**src/hw/rtl/modular_exponentiation_top_assert.svh**
```systemverilog
// Assertion macros for the modular exponentiation block.
`ifndef MODULAR_EXPONENTIATION_TOP_ASSERT_SVH
`define MODULAR_EXPONENTIATION_TOP_ASSERT_SVH

// Check that cons holds in the same cycle as ante.
`define MX_ASSERT_SAME(label, clk, rst, ante, cons) \
   label: assert property (@(posedge clk) disable iff (rst) (ante) |-> (cons)) \
      else $error("modexp assertion failed");

// Check that cons holds in the cycle after ante.
`define MX_ASSERT_NEXT(label, clk, rst, ante, cons) \
   label: assert property (@(posedge clk) disable iff (rst) (ante) |=> (cons)) \
      else $error("modexp assertion failed");

`endif

```
**src/hw/rtl/modexp_pkg.sv**
```systemverilog
`timescale 1ns / 1ps
package modexp_pkg;

   localparam int OPERAND_WIDTH_DEFAULT = 31;
   localparam int RESIDUE_WIDTH = 31;

   typedef enum logic [2:0] {
      ST_IDLE,
      ST_RED_GO,
      ST_RED_WAIT,
      ST_SQ_GO,
      ST_SQ_WAIT,
      ST_MUL_GO,
      ST_MUL_WAIT,
      ST_DONE
   } seq_state_type;

   typedef struct packed {
      logic busy;
      logic done;
   } mm_status_type;

endpackage

```
**src/hw/rtl/modexp_mulmod.sv**
```systemverilog
`timescale 1ns / 1ps
module modexp_mulmod #(
   parameter int OPERAND_WIDTH = modexp_pkg::OPERAND_WIDTH_DEFAULT
) (
   input  logic                      clock,
   input  logic                      reset,
   input  logic                      start,
   input  logic [OPERAND_WIDTH-1:0]  mult_a,
   input  logic [OPERAND_WIDTH-1:0]  mult_b,
   input  logic [OPERAND_WIDTH-1:0]  modulus,
   output modexp_pkg::mm_status_type status,
   output logic [OPERAND_WIDTH-1:0]  product
);
   import modexp_pkg::*;

   localparam int W  = OPERAND_WIDTH;
   localparam int CW = $clog2(OPERAND_WIDTH + 1);

   logic [W-1:0]  a_ff, a_in;
   logic [W-1:0]  b_ff, b_in;
   logic [W-1:0]  m_ff, m_in;
   logic [W-1:0]  acc_ff, acc_in;
   logic [CW-1:0] cnt_ff, cnt_in;
   logic          busy_ff, busy_in;
   logic          done_ff, done_in;

   logic [W+1:0]  sum;
   logic [W+1:0]  one_m;
   logic [W+1:0]  two_m;
   logic [W+1:0]  less_m;
   logic [W+1:0]  less_2m;
   logic [W-1:0]  step;

   // One multiplier bit per cycle: acc = 2*acc + bit*b, kept below m.
   always_comb begin
      one_m   = {2'b00, m_ff};
      two_m   = {1'b0, m_ff, 1'b0};
      sum     = {1'b0, acc_ff, 1'b0} + {2'b00, (a_ff[W-1] ? b_ff : {W{1'b0}})};
      less_m  = sum - one_m;
      less_2m = sum - two_m;
      priority if (sum >= two_m) begin
         step = less_2m[W-1:0];
      end else if (sum >= one_m) begin
         step = less_m[W-1:0];
      end else begin
         step = sum[W-1:0];
      end
   end

   always_comb begin
      a_in    = a_ff;
      b_in    = b_ff;
      m_in    = m_ff;
      acc_in  = acc_ff;
      cnt_in  = cnt_ff;
      busy_in = busy_ff;
      done_in = 1'b0;
      if (start) begin
         a_in    = mult_a;
         b_in    = mult_b;
         m_in    = modulus;
         acc_in  = {W{1'b0}};
         cnt_in  = CW'(OPERAND_WIDTH);
         busy_in = 1'b1;
      end else if (busy_ff) begin
         a_in   = {a_ff[W-2:0], 1'b0};
         acc_in = step;
         cnt_in = cnt_ff - CW'(1);
         if (cnt_ff == CW'(1)) begin
            busy_in = 1'b0;
            done_in = 1'b1;
         end
      end
   end

   always_ff @(posedge clock) begin
      if (reset) begin
         busy_ff <= 1'b0;
         done_ff <= 1'b0;
         cnt_ff  <= '0;
      end else begin
         busy_ff <= busy_in;
         done_ff <= done_in;
         cnt_ff  <= cnt_in;
      end
      a_ff   <= a_in;
      b_ff   <= b_in;
      m_ff   <= m_in;
      acc_ff <= acc_in;
   end

   assign status.busy = busy_ff;
   assign status.done = done_ff;
   assign product     = acc_ff;

endmodule

```
**src/hw/rtl/modular_exponentiation_top.sv**
```systemverilog
`timescale 1ns / 1ps
// Modular exponentiation: rsp_residue = req_base_value ** req_exponent mod req_modulus.
// Request channel (req_*): base, exponent and modulus, taken when req_valid is high
//   and req_stall is low. req_stall stays high from acceptance until the result is
//   handed to the response register, so one request is in work at a time.
// Response channel (rsp_*): one residue per request, held in an output register
//   while rsp_stall is high; a new request may be taken while it waits.
// Datapath: all work runs on one shift-add modular multiplier that consumes one
//   multiplier bit per cycle. A request runs the base reduction, then one squaring
//   per exponent bit (OPERAND_WIDTH bits) and one extra multiply per set bit.
// A modulus of zero gives a residue of zero; a modulus of one gives zero; exponent
//   zero gives one reduced by the modulus.
// Reset (synchronous, active high) returns the sequencer to idle and drops any
//   pending response; operand registers keep stale values that are never shown.
`include "modular_exponentiation_top_assert.svh"
module modular_exponentiation_top #(
   parameter int OPERAND_WIDTH = modexp_pkg::OPERAND_WIDTH_DEFAULT
) (
   input  logic                                 clock,
   input  logic                                 reset,
   input  logic                                 req_valid,
   output logic                                 req_stall,
   input  logic [OPERAND_WIDTH-1:0]             req_base_value,
   input  logic [OPERAND_WIDTH-1:0]             req_exponent,
   input  logic [OPERAND_WIDTH-1:0]             req_modulus,
   output logic                                 rsp_valid,
   input  logic                                 rsp_stall,
   output logic [modexp_pkg::RESIDUE_WIDTH-1:0] rsp_residue
);
   import modexp_pkg::*;

   localparam int W    = OPERAND_WIDTH;
   localparam int BW   = $clog2(OPERAND_WIDTH);
   localparam int KEEP = (OPERAND_WIDTH < RESIDUE_WIDTH) ? OPERAND_WIDTH : RESIDUE_WIDTH;
   localparam logic [W-1:0] KEEP_MASK = W'((64'd1 << KEEP) - 64'd1);

   seq_state_type state_ff, state_in;

   logic [W-1:0]  base_ff, base_in;    // raw base
   logic [W-1:0]  exp_ff, exp_in;      // exponent, shifted left as bits are used
   logic [W-1:0]  mod_ff, mod_in;
   logic [W-1:0]  bred_ff, bred_in;    // base reduced by the modulus
   logic [W-1:0]  acc_ff, acc_in;      // running power
   logic [BW-1:0] bit_ff, bit_in;      // exponent bits left, minus one
   logic          rsp_valid_ff, rsp_valid_in;
   logic [RESIDUE_WIDTH-1:0] rsp_residue_ff, rsp_residue_in;

   logic          req_take;
   logic          rsp_take;
   logic          rsp_free;
   logic          mm_start;
   logic [W-1:0]  mm_a;
   logic [W-1:0]  mm_b;
   logic [W-1:0]  mm_product;
   logic [W-1:0]  one_mod;
   mm_status_type mm_status;

   assign req_stall = (state_ff != ST_IDLE);
   assign req_take  = req_valid && !req_stall;
   assign rsp_take  = rsp_valid_ff && !rsp_stall;
   assign rsp_free  = !rsp_valid_ff || !rsp_stall;

   // One reduced by the modulus; a modulus of one gives zero.
   assign one_mod = (mod_ff == W'(1)) ? {W{1'b0}} : W'(1);

   modexp_mulmod #(
      .OPERAND_WIDTH(OPERAND_WIDTH)
   ) u_mulmod (
      .clock   (clock),
      .reset   (reset),
      .start   (mm_start),
      .mult_a  (mm_a),
      .mult_b  (mm_b),
      .modulus (mod_ff),
      .status  (mm_status),
      .product (mm_product)
   );

   always_ff @(posedge clock) begin
      if (reset) begin
         state_ff     <= ST_IDLE;
         rsp_valid_ff <= 1'b0;
      end else begin
         state_ff     <= state_in;
         rsp_valid_ff <= rsp_valid_in;
      end
      base_ff        <= base_in;
      exp_ff         <= exp_in;
      mod_ff         <= mod_in;
      bred_ff        <= bred_in;
      acc_ff         <= acc_in;
      bit_ff         <= bit_in;
      rsp_residue_ff <= rsp_residue_in;
   end

   // Sequencer: reduce the base, then square per exponent bit and multiply on ones.
   always_comb begin
      state_in       = state_ff;
      base_in        = base_ff;
      exp_in         = exp_ff;
      mod_in         = mod_ff;
      bred_in        = bred_ff;
      acc_in         = acc_ff;
      bit_in         = bit_ff;
      rsp_valid_in   = rsp_take ? 1'b0 : rsp_valid_ff;
      rsp_residue_in = rsp_residue_ff;
      mm_start       = 1'b0;
      mm_a           = acc_ff;
      mm_b           = acc_ff;

      unique case (state_ff)
         ST_IDLE: begin
            if (req_take) begin
               base_in  = req_base_value;
               exp_in   = req_exponent;
               mod_in   = req_modulus;
               bit_in   = BW'(OPERAND_WIDTH - 1);
               state_in = ST_RED_GO;
            end
         end
         ST_RED_GO: begin
            // base * (1 mod m) reduces the base through the shared multiplier
            mm_start = 1'b1;
            mm_a     = base_ff;
            mm_b     = one_mod;
            state_in = ST_RED_WAIT;
         end
         ST_RED_WAIT: begin
            if (mm_status.done) begin
               bred_in  = mm_product;
               acc_in   = one_mod;
               state_in = ST_SQ_GO;
            end
         end
         ST_SQ_GO: begin
            mm_start = 1'b1;
            mm_a     = acc_ff;
            mm_b     = acc_ff;
            state_in = ST_SQ_WAIT;
         end
         ST_SQ_WAIT: begin
            if (mm_status.done) begin
               acc_in = mm_product;
               if (exp_ff[W-1]) begin
                  state_in = ST_MUL_GO;
               end else if (bit_ff == '0) begin
                  state_in = ST_DONE;
               end else begin
                  exp_in   = {exp_ff[W-2:0], 1'b0};
                  bit_in   = bit_ff - BW'(1);
                  state_in = ST_SQ_GO;
               end
            end
         end
         ST_MUL_GO: begin
            mm_start = 1'b1;
            mm_a     = acc_ff;
            mm_b     = bred_ff;
            state_in = ST_MUL_WAIT;
         end
         ST_MUL_WAIT: begin
            if (mm_status.done) begin
               acc_in = mm_product;
               if (bit_ff == '0) begin
                  state_in = ST_DONE;
               end else begin
                  exp_in   = {exp_ff[W-2:0], 1'b0};
                  bit_in   = bit_ff - BW'(1);
                  state_in = ST_SQ_GO;
               end
            end
         end
         ST_DONE: begin
            // hold the result until the response register is free
            if (rsp_free) begin
               rsp_valid_in   = 1'b1;
               rsp_residue_in = (mod_ff == '0) ? {RESIDUE_WIDTH{1'b0}} :
                                RESIDUE_WIDTH'(acc_ff & KEEP_MASK);
               state_in       = ST_IDLE;
            end
         end
         default: begin
            state_in = ST_IDLE;
         end
      endcase
   end

   assign rsp_valid   = rsp_valid_ff;
   assign rsp_residue = rsp_residue_ff;

   // An accepted request always starts with the base reduction.
   `MX_ASSERT_NEXT(a_req_starts_reduce, clock, reset, req_take, state_ff == ST_RED_GO)
   // The multiplier only runs or finishes while the sequencer waits on it.
   `MX_ASSERT_SAME(a_mm_in_wait, clock, reset, mm_status.busy || mm_status.done,
      state_ff == ST_RED_WAIT || state_ff == ST_SQ_WAIT || state_ff == ST_MUL_WAIT)
   // A zero modulus yields a zero residue.
   `MX_ASSERT_NEXT(a_zero_modulus, clock, reset,
      state_ff == ST_DONE && rsp_free && mod_ff == '0, rsp_valid && rsp_residue == '0)

endmodule
```
**config.mk**
```make
export PLATFORM = sky130hd
export DESIGN_NAME = modular_exponentiation_top
export DESIGN_NICKNAME = d
export VERILOG_FILES = /design/src/hw/rtl/modexp_pkg.sv /design/src/hw/rtl/modexp_mulmod.sv /design/src/hw/rtl/modular_exponentiation_top.sv
export VERILOG_INCLUDE_DIRS = /design/src /design/src/hw/rtl
export SDC_FILE = /design/constraint.sdc
export NUM_CORES = 1
export LEC_CHECK = 0
export BUFFER_PORTS_ARGS = -buffer_cell sky130_fd_sc_hd__buf_4
export CORE_MARGIN = 1
export CORE_UTILIZATION = 32
export DETAILED_ROUTE_END_ITERATION = 10
export SYNTH_ARGS = -nofsm -noshare
export SYNTH_HDL_FRONTEND = slang
export SYNTH_SLANG_ARGS = --single-unit
```
**constraint.sdc**
```tcl
create_clock -name clock -period 12.93 [get_ports clock]
set_clock_uncertainty 0.1 [all_clocks]
set_input_delay 1.9395 -clock clock [delete_from_list [all_inputs] [get_ports clock]]
set_output_delay 1.9395 -clock clock [all_outputs]
set_load 0.01 [all_outputs]
```
# == Yosys cells after proc, flatten, opt, wreduce, memory -nomap -nowiden ==
# Index checks and enable logic that the tools add are counted.
# Widths: inputs -> output; s select.
# totals
mem_bits_rw,0
wordCells,109
out_inout_bits,33
latch_bits,0
romBits,0
n_memories,0
inputBits,97
reg_bits,326
# classes
n_mul,0
bitwise,1
eq_ne,18
muxes,42
div,0
n_reduce_logical,24
n_lt_le_gt_ge,2
addsub,5
shifts,0
# ops
op,count
$mux 31,14
$pmux 31 s2,2
$pmux 31 s3,1
$sub 31x31->31,2
$mux 5,7
$add 32x31->33,1
$ge 33x31->1,1
$ge 33x32->1,1
$eq 31x1->1 const B,1
$logic_not 31->1,1
$pmux 3 s8,1
$mux 3,7
$pmux 5 s3,1
$reduce_and 5->1,3
$eq 3x3->1 const B,4
$ne 2x2->1 const B,5
$sub 5x1->5 const B,2
$mux 1,9
$ne 2x1->1 const B,4
$reduce_and 7->1,1
$eq 3x2->1 const B,2
$reduce_and 2->1,3
$reduce_bool 3->1,2
$reduce_or 3->1,2
11 further kinds,15

# == Logic depth before layout (Yosys ltp) ==
# Gate-level depths: netlist of run 1.
# depth
ltp_word,5
mapped_depth,25
depth_no_buf,22

# == By module ==
# Synthesis of run 1 repeated with hierarchy kept, for this count alone.
# unflattened
cells_unflattened,1593
area_unflattened_um2,17937.2
# modules_own_cells
module,cells_each,seq_area_each_um2,area_per_inst_um2,instances
modexp_mulmod,1073,3553.4,10033.4,1
modular_exponentiation_top,520,5815.6,7903.8,1

# == Worst setup path before layout of run 1 ==
# No wires, ideal clock.
# synth_path
path_kind,register to register
start,register u_mulmod.a_ff[30]
end,"register u_mulmod.acc_ff[10], in the netlist u_mulmod.product[10]"
required_time_ps,12621
arrival_ps,5056
synth_period_minus_slack_ps,5366
path_buffers,2
slack_ps,7564
setup_time_ps,209
path_stages_with_launch,23
cell_sequence,edfxtp_1 clkbuf_1 and2_1 ha_1 fa_1 a21oi_1 nand4b_1 a21boi_1 o211ai_1 nand3b_1 a31oi_1 nor4b_1 or4b_2 ha_1 nand3_1 nor4b_1 nand3_1 a21oi_1 and4bb_2 clkbuf_1 and3_1 a211oi_1 a211oi_1
# synth_between
elab_chain_cells,5
word_cells_on_any_way,8
classes_between,3 x add/sub; 2 x order compare; 3 x mux
# synth_lines
item,line_no,rtl
"start, declared",modexp_mulmod.sv:19,"logic [W-1:0] a_ff, a_in;"
"start signal, assigned",modexp_mulmod.sv:86,a_ff <= a_in;
$mux 31 (*),modexp_mulmod.sv:38,"sum = {1'b0, acc_ff, 1'b0} + {2'b00, (a_ff[W-1] ? b_ff : {W{1'b0}})};"
$add 32x31->33 (*),modexp_mulmod.sv:38,
$sub 31x31->31 or $ge 33x31->1 (tied branches),"modexp_mulmod.sv:39, modexp_mulmod.sv:43",
$mux 31,modexp_mulmod.sv:43,end else if (sum >= one_m) begin
$mux 31 (*),modexp_mulmod.sv:41,priority if (sum >= two_m) begin
"end signal, assigned",modexp_mulmod.sv:89,acc_ff <= acc_in;
"end, declared",modexp_mulmod.sv:22,"logic [W-1:0] acc_ff, acc_in;"
# Mark *: on every way between the ends. The rest lies on a longest branch, timed or not.
# A chain may end at the register's enable or synchronous reset.

# == Worst setup path in the final report of run 1 ==
# layout_path
start,register u_mulmod.a_ff[30]
end,"register u_mulmod.acc_ff[6], in the netlist u_mulmod.product[6]"
# Same word-level chain as after synthesis.

==> results of run 1 <==
per-stage QoR:
| stage | area (um2) | util |
|---|---|---|
| floorplan | 18200 | - |
| global placement | 20000 | 0.355 |
| detailed placement | 20000 | 0.355 |
| CTS | 21200 | 0.377 |
| global route | 21200 | 0.377 |
| finish | 21200 | 0.377 |
kinds of logic (layout without fill, tap and decap cells):
group	after synthesis	after routing	share of synthesized area
mux	39	39	0.0219
buf+inv	173	309	0.0370
simple gates	522	522	0.143
fa+ha+maj	98	98	0.0686
compound gates	468	468	0.176
flops	326	326	0.515
xor+xnor	81	81	0.0390
registers in the layout (all words and copies together) (netlist names), 5 cells and up:
register / flops
acc_ff: 31
base_ff: 31
bit_ff: 5
bred_ff: 31
exp_ff: 31
mod_ff: 31
rsp_residue: 31
u_mulmod.a_ff: 31
u_mulmod.b_ff: 31
u_mulmod.cnt_ff: 5
u_mulmod.m_ff: 31
u_mulmod.product: 31
metal layers:
| layer | wire length, um | global-route usage | up-vias |
|---|---|---|---|
| met5 | 0 | 0 | - |
| met4 | 858 | 0.0425 | 0 |
| met3 | 2590 | 0.0218 | 48 |
| met2 | 19200 | 0.227 | 379 |
| met1 | 23400 | 0.243 | 6394 |
| li1 | - | - | 6562 |
power groups by stage:
stage	Sequential [W]	Clock (W)	Combinational (W)
finish	0.00137	0.00109	0.00220
global route	0.00138	0.00115	0.00241
CTS	0.00137	0.00112	0.00216
detailed placement	0.00139	0	0.00215
global placement	0.00138	0	0.00213
floorplan	0.00134	0	0.00168
cell usage after synthesis (19+ instances only):
master / count
a21o_1: 38
a21oi_1: 120
a22o_1: 59
a31oi_1: 21
and2_1: 68
clkbuf_1: 68
dfxtp_1: 42
edfxtp_1: 284
ha_1: 95
inv_1: 90
mux2i_1: 35
nand2_1: 183
nand3_1: 53
nor2_1: 68
nor2b_1: 47
nor3_1: 19
o21ai_0: 84
o221ai_1: 36
xnor2_1: 50
xor2_1: 31
area by class of cell:
type                            instances  area share
Tap cell                              756      0.0445
Inverter                               90      0.0160
Multi-Input combinational cell       1208       0.386
Clock inverter                         20     0.00883
Timing Repair Buffer                  146      0.0516
Clock buffer                           53      0.0512
Sequential cell                       326       0.441
path summary, 6_finish.rpt:
check	start	endpoint	slack [ns]	cells past startpoint
worst max-delay path	u_mulmod.a_ff[30]	u_mulmod.product[6]	6.02	19
worst min-delay path	mod_ff[10]	u_mulmod.m_ff[10]	0.35	0
worst max register to register	u_mulmod.a_ff[30]	u_mulmod.product[6]	6.02	19
worst min register to register	mod_ff[10]	u_mulmod.m_ff[10]	0.35	0
worst max-delay path, delay by kind of cell, from the launching register on:
kind	cells	cell delay, ns
AOI/OAI and AO/OA	7	1.73
and+or+nand+nor	9	3.29
adders and majority gates	3	0.99
DFF	1	0.70
==> impl_metrics.yaml, run 1 <==
outcome:
  run_status: "completed"
routing:
  drc_markers: 0
  dr_total_vias: 13400
  routed_wire_length_per_instance_um: 17.7
  drt-initial-drc-count: 1023
  drtAntennaViolNets: 0
  via_per_inst: 5.15
  drtPass1Iterations: 5
  drt_wl_total_um: 46100
place:
  numPlacedInstances: 2526
  port_buffers: 129
  dp_hpwl_um: 33000
  place_congestion: 0.903
  placement.setup.worst_slack_ns: 6.02
global_route:
  gr-total-overflow: 0
  antenna_found_initial: 0
  grt_first_pass_wirelength_um: 71800
  via_count_of_the_first_global_routing_pass: 12900
  pin_count_of_the_biggest_net_entering_global_routing: 65
  track_usage: 0.158
sta:
  layout_setup_ws_ns: 6.02
  max_clock_freq_mhz: 145
  hold_violations: 0
  finalWorstPathRequiredPeriod_ns: 6.91
  setup_viol: 0
  drv_slew: 0
  setup_repair_after_global_routing_missed_its_margin: "no"
  timing_worst_slew_pin_value_ns: 1.24
  slew-limit-headroom: 0.177
  fin_hold_ws_ns: 0.348
  final_min_period_over_clock_period: 0.535
  setup_tns_after_final_layout_ns: 0
cells_and_area:
  layout.cells.most_common: "edfxtp_1"
  multi_input_comb_area_um2: 8210
  drive_gt1_frac: 0.133
  mostFrequentLayoutCells: "edfxtp_1 (284), nand2_1 (183), buf_4 (146)"
  regArea_um2: 9380
  nNetsFinal: 2007
  final_cells: 2599
  fillCellCount: 5566
  n_diodes: 0
  flow.area_growth_from_synthesis_pct: 16.7
synth:
  postSynthRegisterBits: 326
  synth-seq-area-share: 0.515
  ys_async_sr_fraction: 0
  yosysWarningCount: 0
  synthesis.area_um2: 18200
  yosys.area.top_type_share: 0.468
  synthesis.nets: 1902
  yosys.cell_types.count: 75
  post_synth_main_area_contributors: "edfxtp_1 (47%), ha_1 (6.5%), dfxtp_1 (4.6%)"
  syn_inst: 1707
  synth-edff-count: 284
  postSynth.topFlopCell: "edfxtp_1"
  synth.avg_cell_area_um2: 10.7
  synth_area_leader_cell: "edfxtp_1"
critical_path:
  critical_path_peak_fanout: 40
  path_cells: "and2_1 > ha_1 > fa_1 > a21oi_1 > nand4b_1 > a21boi_1 > o211ai_1 > nand3b_1 > a31oi_1 > nor4b_1 > or4b_2 > ha_1 > nand3_1 > nor4b_1 > a211o_1 > and4bb_2 > and2_1 > a221oi_1 > a21oi_1"
  setup.worst_path.end_class: "flop"
  max_stage_delay_ns: 0.81
  critical_path_required_ns: 13.31
  critPathKind: "reg2reg"
  slowest_stage: "and2_1"
  critPathArrivalTime_ns: 7.30
  start_kind: "flop"
clock_network:
  cts_resized: 0
  cts_hold_repair.buffers: 0
  cts_buffers: 40
  postCtsSetupBuffers: 0
  cts_root_buf: "clkbuf_16"
  worst_setup_hold_path_clk_slew_ns: 0.06
  num_clock_sinks: 326
  tritoncts: "built"
  clock_tree.htree_level_count: 2
  worst_skew_pair.late_latency_ns: 0.57
  clock_tree.buffer_depth: 3
min_path:
  holdCritPathClass: "reg2reg"
power_and_ir_drop:
  internal_power_of_the_cells_w: 0.00276
  clkPwrFrac: 0.233
  p_per_area_nw_per_um2: 219
  ir_worst_vdd_v: 0.000106
  power.share.sequential: 0.294
  netSwitchingPower_w: 0.00190
  p_total_w: 0.00466
  leakage_power_nw: 8.23
  power_frac_comb: 0.473
  switching_share: 0.407
floorplanning:
  die_x_um: 241
  floorplan.initialDensity: 0.324
  core_region_area_um2: 56300
  floorplan.rows: 87
  die_y_um: 241
  die-area_um2: 57900
  design.portCount: 130
job:
  drv.max_cap_violation_count: 0
Note: power is estimated with default switching activity, not from simulation.
==> inputs of run 2 (changes only) <==
--- a/config.mk
+++ b/config.mk
@@ -6,6 +6,7 @@
 export SDC_FILE = /design/constraint.sdc
 export NUM_CORES = 1
 export LEC_CHECK = 0
+export ABC_AREA = 1
 export BUFFER_PORTS_ARGS = -buffer_cell sky130_fd_sc_hd__buf_4
 export CORE_MARGIN = 1
 export CORE_UTILIZATION = 32
==> constraint.sdc (replaced) <==
create_clock -name clock -period 6.8 [get_ports clock]
set_clock_uncertainty 0.1 [all_clocks]
set_input_delay 1.02 -clock clock [delete_from_list [all_inputs] [get_ports clock]]
set_output_delay 1.02 -clock clock [all_outputs]
set_load 0.01 [all_outputs]
==> run 2 against run 1 <==
Net effect: utilization decreased by 0.40 points; cell count rose by 21%; die area rose by 4.7%; synthesized area increased by 4.7%; highest routed layer unchanged; worst hold slack worse by 0.010 ns.
==> impl_metrics.yaml, run 2 <==
global_route:
  antenna_found_initial: 1
  grt_first_pass_wirelength_um: 82600
  gr-total-overflow: 0
  via_count_of_the_first_global_routing_pass: 14900
  pin_count_of_the_biggest_net_entering_global_routing: 93
  track_usage: 0.175
critical_path:
  critPathKind: "reg2reg"
  critical_path_peak_fanout: 30
  critical_path_required_ns: 7.21
  start_kind: "flop"
  setup.worst_path.end_class: "flop"
  critPathArrivalTime_ns: 5.83
cells_and_area:
  drive_gt1_frac: 0.107
  final_cells: 3139
  multi_input_comb_area_um2: 8230
  fillCellCount: 6012
  mostFrequentLayoutCells: "nand2_1 (489), inv_1 (321), edfxtp_1 (284)"
  nNetsFinal: 2536
  layout.cells.most_common: "nand2_1"
  flow.area_growth_from_synthesis_pct: 15.4
  regArea_um2: 9370
  n_diodes: 0
  final_util: 0.374
clock_network:
  cts_root_buf: "clkbuf_16"
  clock_tree.htree_level_count: 2
  worst_skew_pair.late_latency_ns: 0.57
  clock_tree.buffer_depth: 3
  tritoncts: "built"
  num_clock_sinks: 326
  cts_buffers: 37
  worst_setup_hold_path_clk_slew_ns: 0.06
  cts_resized: 0
  postCtsSetupBuffers: 0
  cts_hold_repair.buffers: 0
routing:
  dr_total_vias: 15600
  drt_wl_total_um: 53500
  via_per_inst: 4.96
  drc_markers: 0
  routed_wire_length_per_instance_um: 17.0
  drtAntennaViolNets: 0
  drt-initial-drc-count: 1119
  drtPass1Iterations: 5
place:
  dp_hpwl_um: 40700
  place_congestion: 1.02
  numPlacedInstances: 3075
  port_buffers: 129
synth:
  synth.avg_cell_area_um2: 8.58
  postSynthRegisterBits: 326
  synthesis.nets: 2417
  synth_area_leader_cell: "edfxtp_1"
  postSynth.topFlopCell: "edfxtp_1"
  yosys.cell_types.count: 54
  yosysWarningCount: 0
  ys_async_sr_fraction: 0
  synth_top_family_by_area: "simple AND/OR/NAND/NOR gates"
  synthMuxAreaShare: 0
  synth-edff-count: 284
  syn_inst: 2222
  post_synth_fa_ha_maj_area_fraction: 0.0655
  synth-compound-area-share: 0.131
  post_synth_main_area_contributors: "edfxtp_1 (45%), nand2_1 (9.6%), inv_1 (6.3%)"
  synth-seq-area-share: 0.491
  yosysMostFrequentCell: "nand2_1"
  synth_simple_gate_area_share: 0.202
  synth-xor-area-share: 0.0303
  synth.top_cells.by_count: "nand2_1 (490), inv_1 (321), edfxtp_1 (284)"
  synthesis.area_um2: 19100
  yosys.area.top_type_share: 0.447
sta:
  setup_tns_after_final_layout_ns: 0
  setup_repair_after_global_routing_missed_its_margin: "no"
  drv_slew: 0
  hold_violations: 0
  finalWorstPathRequiredPeriod_ns: 5.42
  max_clock_freq_mhz: 185
  timing_worst_slew_pin_value_ns: 1.17
  final_min_period_over_clock_period: 0.797
  slew-limit-headroom: 0.220
  setup_viol: 0
floorplanning:
  floorplan.rows: 89
  floorplan.initialDensity: 0.324
  die_y_um: 246
  die_x_um: 246
  core_region_area_um2: 58900
  die-area_um2: 60600
  design.portCount: 130
job:
  drv.max_cap_violation_count: 0
min_path:
  holdCritPathClass: "reg2reg"
outcome:
  run_status: "completed"
==> run 2: cells by family (layout without fill, tap and decap cells) <==
group | after synthesis | after routing
AO/OA/AOI/OAI | 425 | 425
adder cells (fa/ha/maj) | 98 | 98
XOR/XNOR | 66 | 66
AND/OR/NAND/NOR | 915 | 915
buffers and inverters | 392 | 536
flip-flops | 326 | 326
==> run 2: worst paths after layout <==
| path | start | to | slack [ns] | cells after the start |
|---|---|---|---|---|
| max | u_mulmod.a_ff[30] | u_mulmod.product[3] | 1.38 | 26 |
| min | mod_ff[6] | u_mulmod.m_ff[6] | 0.34 | 0 |
| max reg2reg | u_mulmod.a_ff[30] | u_mulmod.product[3] | 1.38 | 26 |
| min reg2reg | mod_ff[6] | u_mulmod.m_ff[6] | 0.34 | 0 |
==> run 2: per-stage QoR <==
step	area [um2]	hold slack, ns	setup WS [ns]
CTS	22000	0.338	1.49
global route	22000	0.346	0.925
floorplan	19100	0.317	2.57
global placement	20900	0.323	1.50
finish	22000	0.338	1.38
detailed placement	20900	0.326	1.52
==> run 2: layout make-up <==
type,instances,area share
clock inverters,17,0.00597
repair buffers,147,0.0502
multi-input cells,1504,0.374
flip-flops and latches,326,0.426
clock buffers,47,0.0448
well taps,773,0.0440
inverters,325,0.0554
==> run 2: per-layer routing <==
metal,vias to the layer above,part of all wire,global-route usage
li1,7723,-,-
met1,7362,0.42,0.220
met2,379,0.49,0.301
met3,96,0.049,0.0280
met4,0,0.035,0.0659
met5,-,0,0
==> run 2: worst max-delay path, cell delays in order (launching register included) <==
cell      delay [ns]
edfxtp_1        0.67
nand2_1         0.15
inv_1           0.06
ha_1            0.36
nand2_1         0.15
nor2_1          0.28
nand4_1         0.15
nand3_1         0.30
a21oi_1         0.17
or2_2           0.30
nand2_1         0.16
inv_1           0.11
ha_1            0.41
nand2_1         0.13
nor2_1          0.13
inv_1           0.09
nor2_1          0.19
nand4_1         0.25
nand2_1         0.12
inv_1           0.05
nand2_2         0.09
inv_1           0.05
nand2_2         0.46
a21oi_1         0.16
nand3_1         0.14
nand2_1         0.06
inv_1           0.05
Power of run 2 is left out: the tool's default activity adds up to more than one toggle a clock period on the data nets, which glitch-free logic cannot reach.
==> inputs of run 3 (changes only) <==
--- a/config.mk
+++ b/config.mk
@@ -6,7 +6,7 @@
 export SDC_FILE = /design/constraint.sdc
 export NUM_CORES = 1
 export LEC_CHECK = 0
-export ABC_AREA = 1
+export ABC_AREA = 0
 export BUFFER_PORTS_ARGS = -buffer_cell sky130_fd_sc_hd__buf_4
 export CORE_MARGIN = 1
 export CORE_UTILIZATION = 32
==> constraint.sdc (replaced) <==
create_clock -name clock -period 4.78 [get_ports clock]
set_clock_uncertainty 0.1 [all_clocks]
set_input_delay 0.717 -clock clock [delete_from_list [all_inputs] [get_ports clock]]
set_output_delay 0.717 -clock clock [all_outputs]
set_load 0.01 [all_outputs]
==> run 3 against run 2 <==
Net effect: worst hold slack got worse by 0.11 ns; worst setup slack got worse by 1.8 ns; wire length shrank 3.1%; sequential share of layout area down 3.6 points; cell count fell by 8.3%; the run now ends with setup timing left; critical endpoint is now u_mulmod.product[25]; utilization rose by 5.4 points; largest cell class unchanged; global-route usage hardly changed.
==> impl_metrics.yaml, run 3 (synthesis results as in run 1) <==
clock_network:
  clock_tree.buffer_depth: 3
  num_clock_sinks: 326
  cts_hold_repair.buffers: 0
  worst_skew_pair.late_latency_ns: 0.56
  cts_buffers: 38
  clock_tree.htree_level_count: 2
  tritoncts: "built"
  cts_root_buf: "clkbuf_16"
  worst_setup_hold_path_clk_slew_ns: 0.06
floorplanning:
  floorplan.rows: 87
  core_region_area_um2: 56300
  design.portCount: 130
  die-area_um2: 57900
  die_x_um: 241
  die_y_um: 241
  floorplan.initialDensity: 0.324
global_route:
  gr-total-overflow: 0
  pin_count_of_the_biggest_net_entering_global_routing: 65
  via_count_of_the_first_global_routing_pass: 14200
  track_usage: 0.175
  grt_first_pass_wirelength_um: 79100
  antenna_found_initial: 0
place:
  place_congestion: 0.935
  numPlacedInstances: 2790
  port_buffers: 129
  placement.setup.worst_slack_ns: -0.536
  dp_hpwl_um: 37700
cells_and_area:
  final_util: 0.427
  fillCellCount: 5314
  flow.area_growth_from_synthesis_pct: 32.1
  mostFrequentLayoutCells: "buf_4 (416), edfxtp_1 (284), nand2_1 (180)"
  n_diodes: 0
  drive_gt1_frac: 0.292
  layout.cells.most_common: "buf_4"
  final_cells: 2880
  nNetsFinal: 2289
sta:
  hold_violations: 0
  max_clock_freq_mhz: 194
  drv_slew: 0
  slew-limit-headroom: 0.243
  setup_viol: 31
  timing_worst_slew_pin_value_ns: 1.13
  final_min_period_over_clock_period: 1.08
  layout_setup_ws_ns: -0.384
  finalWorstPathRequiredPeriod_ns: 5.16
  setup_repair_after_global_routing_missed_its_margin: "yes"
  setup_tns_after_final_layout_ns: -8.75
critical_path:
  start_kind: "flop"
  rr_worst_depth: 23
  critPathKind: "reg2reg"
  max_stage_delay_ns: 0.42
  slowest_stage: "or3_4"
  path_cells: "buf_6 > and2_4 > ha_4 > fa_2 > a21oi_2 > nand4b_1 > a21boi_4 > o211ai_1 > nand3b_1 > buf_4 > buf_6 > xor2_4 > ha_4 > a211oi_4 > nor2_2 > a21o_1 > o31ai_4 > a31oi_4 > or3_4 > and2_4 > buf_12 > a221oi_4 > nor2_1"
  setup.worst_path.end_class: "flop"
  critical_path_required_ns: 5.11
  rrSetupSlack_ns: -0.38
  worst_r2r_startpoint: "u_mulmod.a_ff[30]"
  critical_path_peak_fanout: 7
  rr_endpoint: "u_mulmod.product[25]"
  critPathArrivalTime_ns: 5.50
min_path:
  hold-path-endpoint: "mod_ff[2]"
  holdCritPathClass: "in2reg"
  min_from: "req_modulus[2]"
  min_path_cells: 1
power_and_ir_drop:
  ir_worst_vdd_v: 0.000397
  clkPwrFrac: 0.184
  p_total_w: 0.0156
  switching_share: 0.395
  power.share.sequential: 0.235
  leakage_power_nw: 9.77
  netSwitchingPower_w: 0.00618
  internal_power_of_the_cells_w: 0.00944
  power_frac_comb: 0.581
  p_per_area_nw_per_um2: 649
routing:
  drtPass1Iterations: 5
  dr_total_vias: 14500
  via_per_inst: 5.04
  drc_markers: 0
  routed_wire_length_per_instance_um: 18.0
  drtAntennaViolNets: 0
  drt_wl_total_um: 51800
  drt-initial-drc-count: 1013
job:
  drv.max_cap_violation_count: 0
outcome:
  run_status: "finished, violations left"
  violations_in_the_final_reports: "setup timing"
[run 3: cell types whose count changed in the layout (fill, tap and decap cells not counted), sizes merged, moves of 27 or more]
cell | previous run | this run
nor2b | 0 | 47
a21oi | 194 | 121
nand3 | 134 | 53
nand2 | 500 | 183
xnor2 | 23 | 50
a22o | 0 | 59
and2 | 2 | 70
mux2i | 0 | 35
o221ai | 1 | 37
buf | 147 | 427
a32o | 29 | 1
nor2 | 212 | 68
o21ai | 145 | 85
inv | 326 | 94
[run 3: worst max-delay path by stage]
stage                       from                    to  slack (ns)  cells after the start
2_1_floorplan  u_mulmod.a_ff[30]  u_mulmod.product[10]       -0.05                     22
3_3_place_gp   u_mulmod.a_ff[30]   u_mulmod.product[0]       -0.43                     21
3_5_place_dp   u_mulmod.a_ff[30]  u_mulmod.product[10]       -0.54                     21
4_1_cts        u_mulmod.a_ff[30]  u_mulmod.product[25]       -0.39                     21
5_1_grt        u_mulmod.a_ff[30]  u_mulmod.product[25]       -0.53                     22
6_report       u_mulmod.a_ff[30]  u_mulmod.product[25]       -0.38                     23
[run 3: stage by stage]
step	hold WS [ns]	area, um2
after detailed placement	0.336	22000
after global placement	0.333	22000
after global routing	0.204	24100
final	0.232	24100
after floorplan	0.306	18300
after CTS	0.196	23600
[run 3: metal layers]
layer	share of wire	up-vias	GRT usage
li1	-	7128	-
met1	0.49	6943	0.257
met2	0.43	362	0.263
met3	0.052	78	0.0289
met4	0.023	0	0.0511
met5	0	-	0
[run 3: final cells by class]
class / count / area [um2] / share of cell area
tap: 756 / 946 / 0.0393
inverter: 90 / 338 / 0.0140
clock buffer: 43 / 991 / 0.0412
clock inverter: 27 / 244 / 0.0101
multi-input combinational: 1209 / 8860 / 0.368
sequential: 326 / 9370 / 0.390
timing repair buffer: 429 / 3300 / 0.137
[run 3: critical path, delay by kind of cell (launching register included)]
kind	cells	cell delay [ns]
compound gates	8	1.62
xor+xnor	1	0.18
fa+ha+maj	3	0.75
buf+inv	4	0.60
flops	1	0.41
simple gates	7	1.35
[run 3: power groups by stage]
stage	clock network (W)	registers (W)	logic (W)
3_5_place_dp	0	0.00372	0.00801
6_report	0.00288	0.00367	0.00907
2_1_floorplan	0	0.00361	0.00461
3_3_place_gp	0	0.00372	0.00795
5_1_grt	0.00306	0.00370	0.00977
4_1_cts	0.00296	0.00367	0.00842
[run 3: what timing repair did]
action                                  in CTS  in global routing
gates cloned                                 1                  2
gates resized for setup                     55                 66
buffers inserted                             9                  9
pin swaps                                   35                 43
endpoints found under the setup margin      31                 31
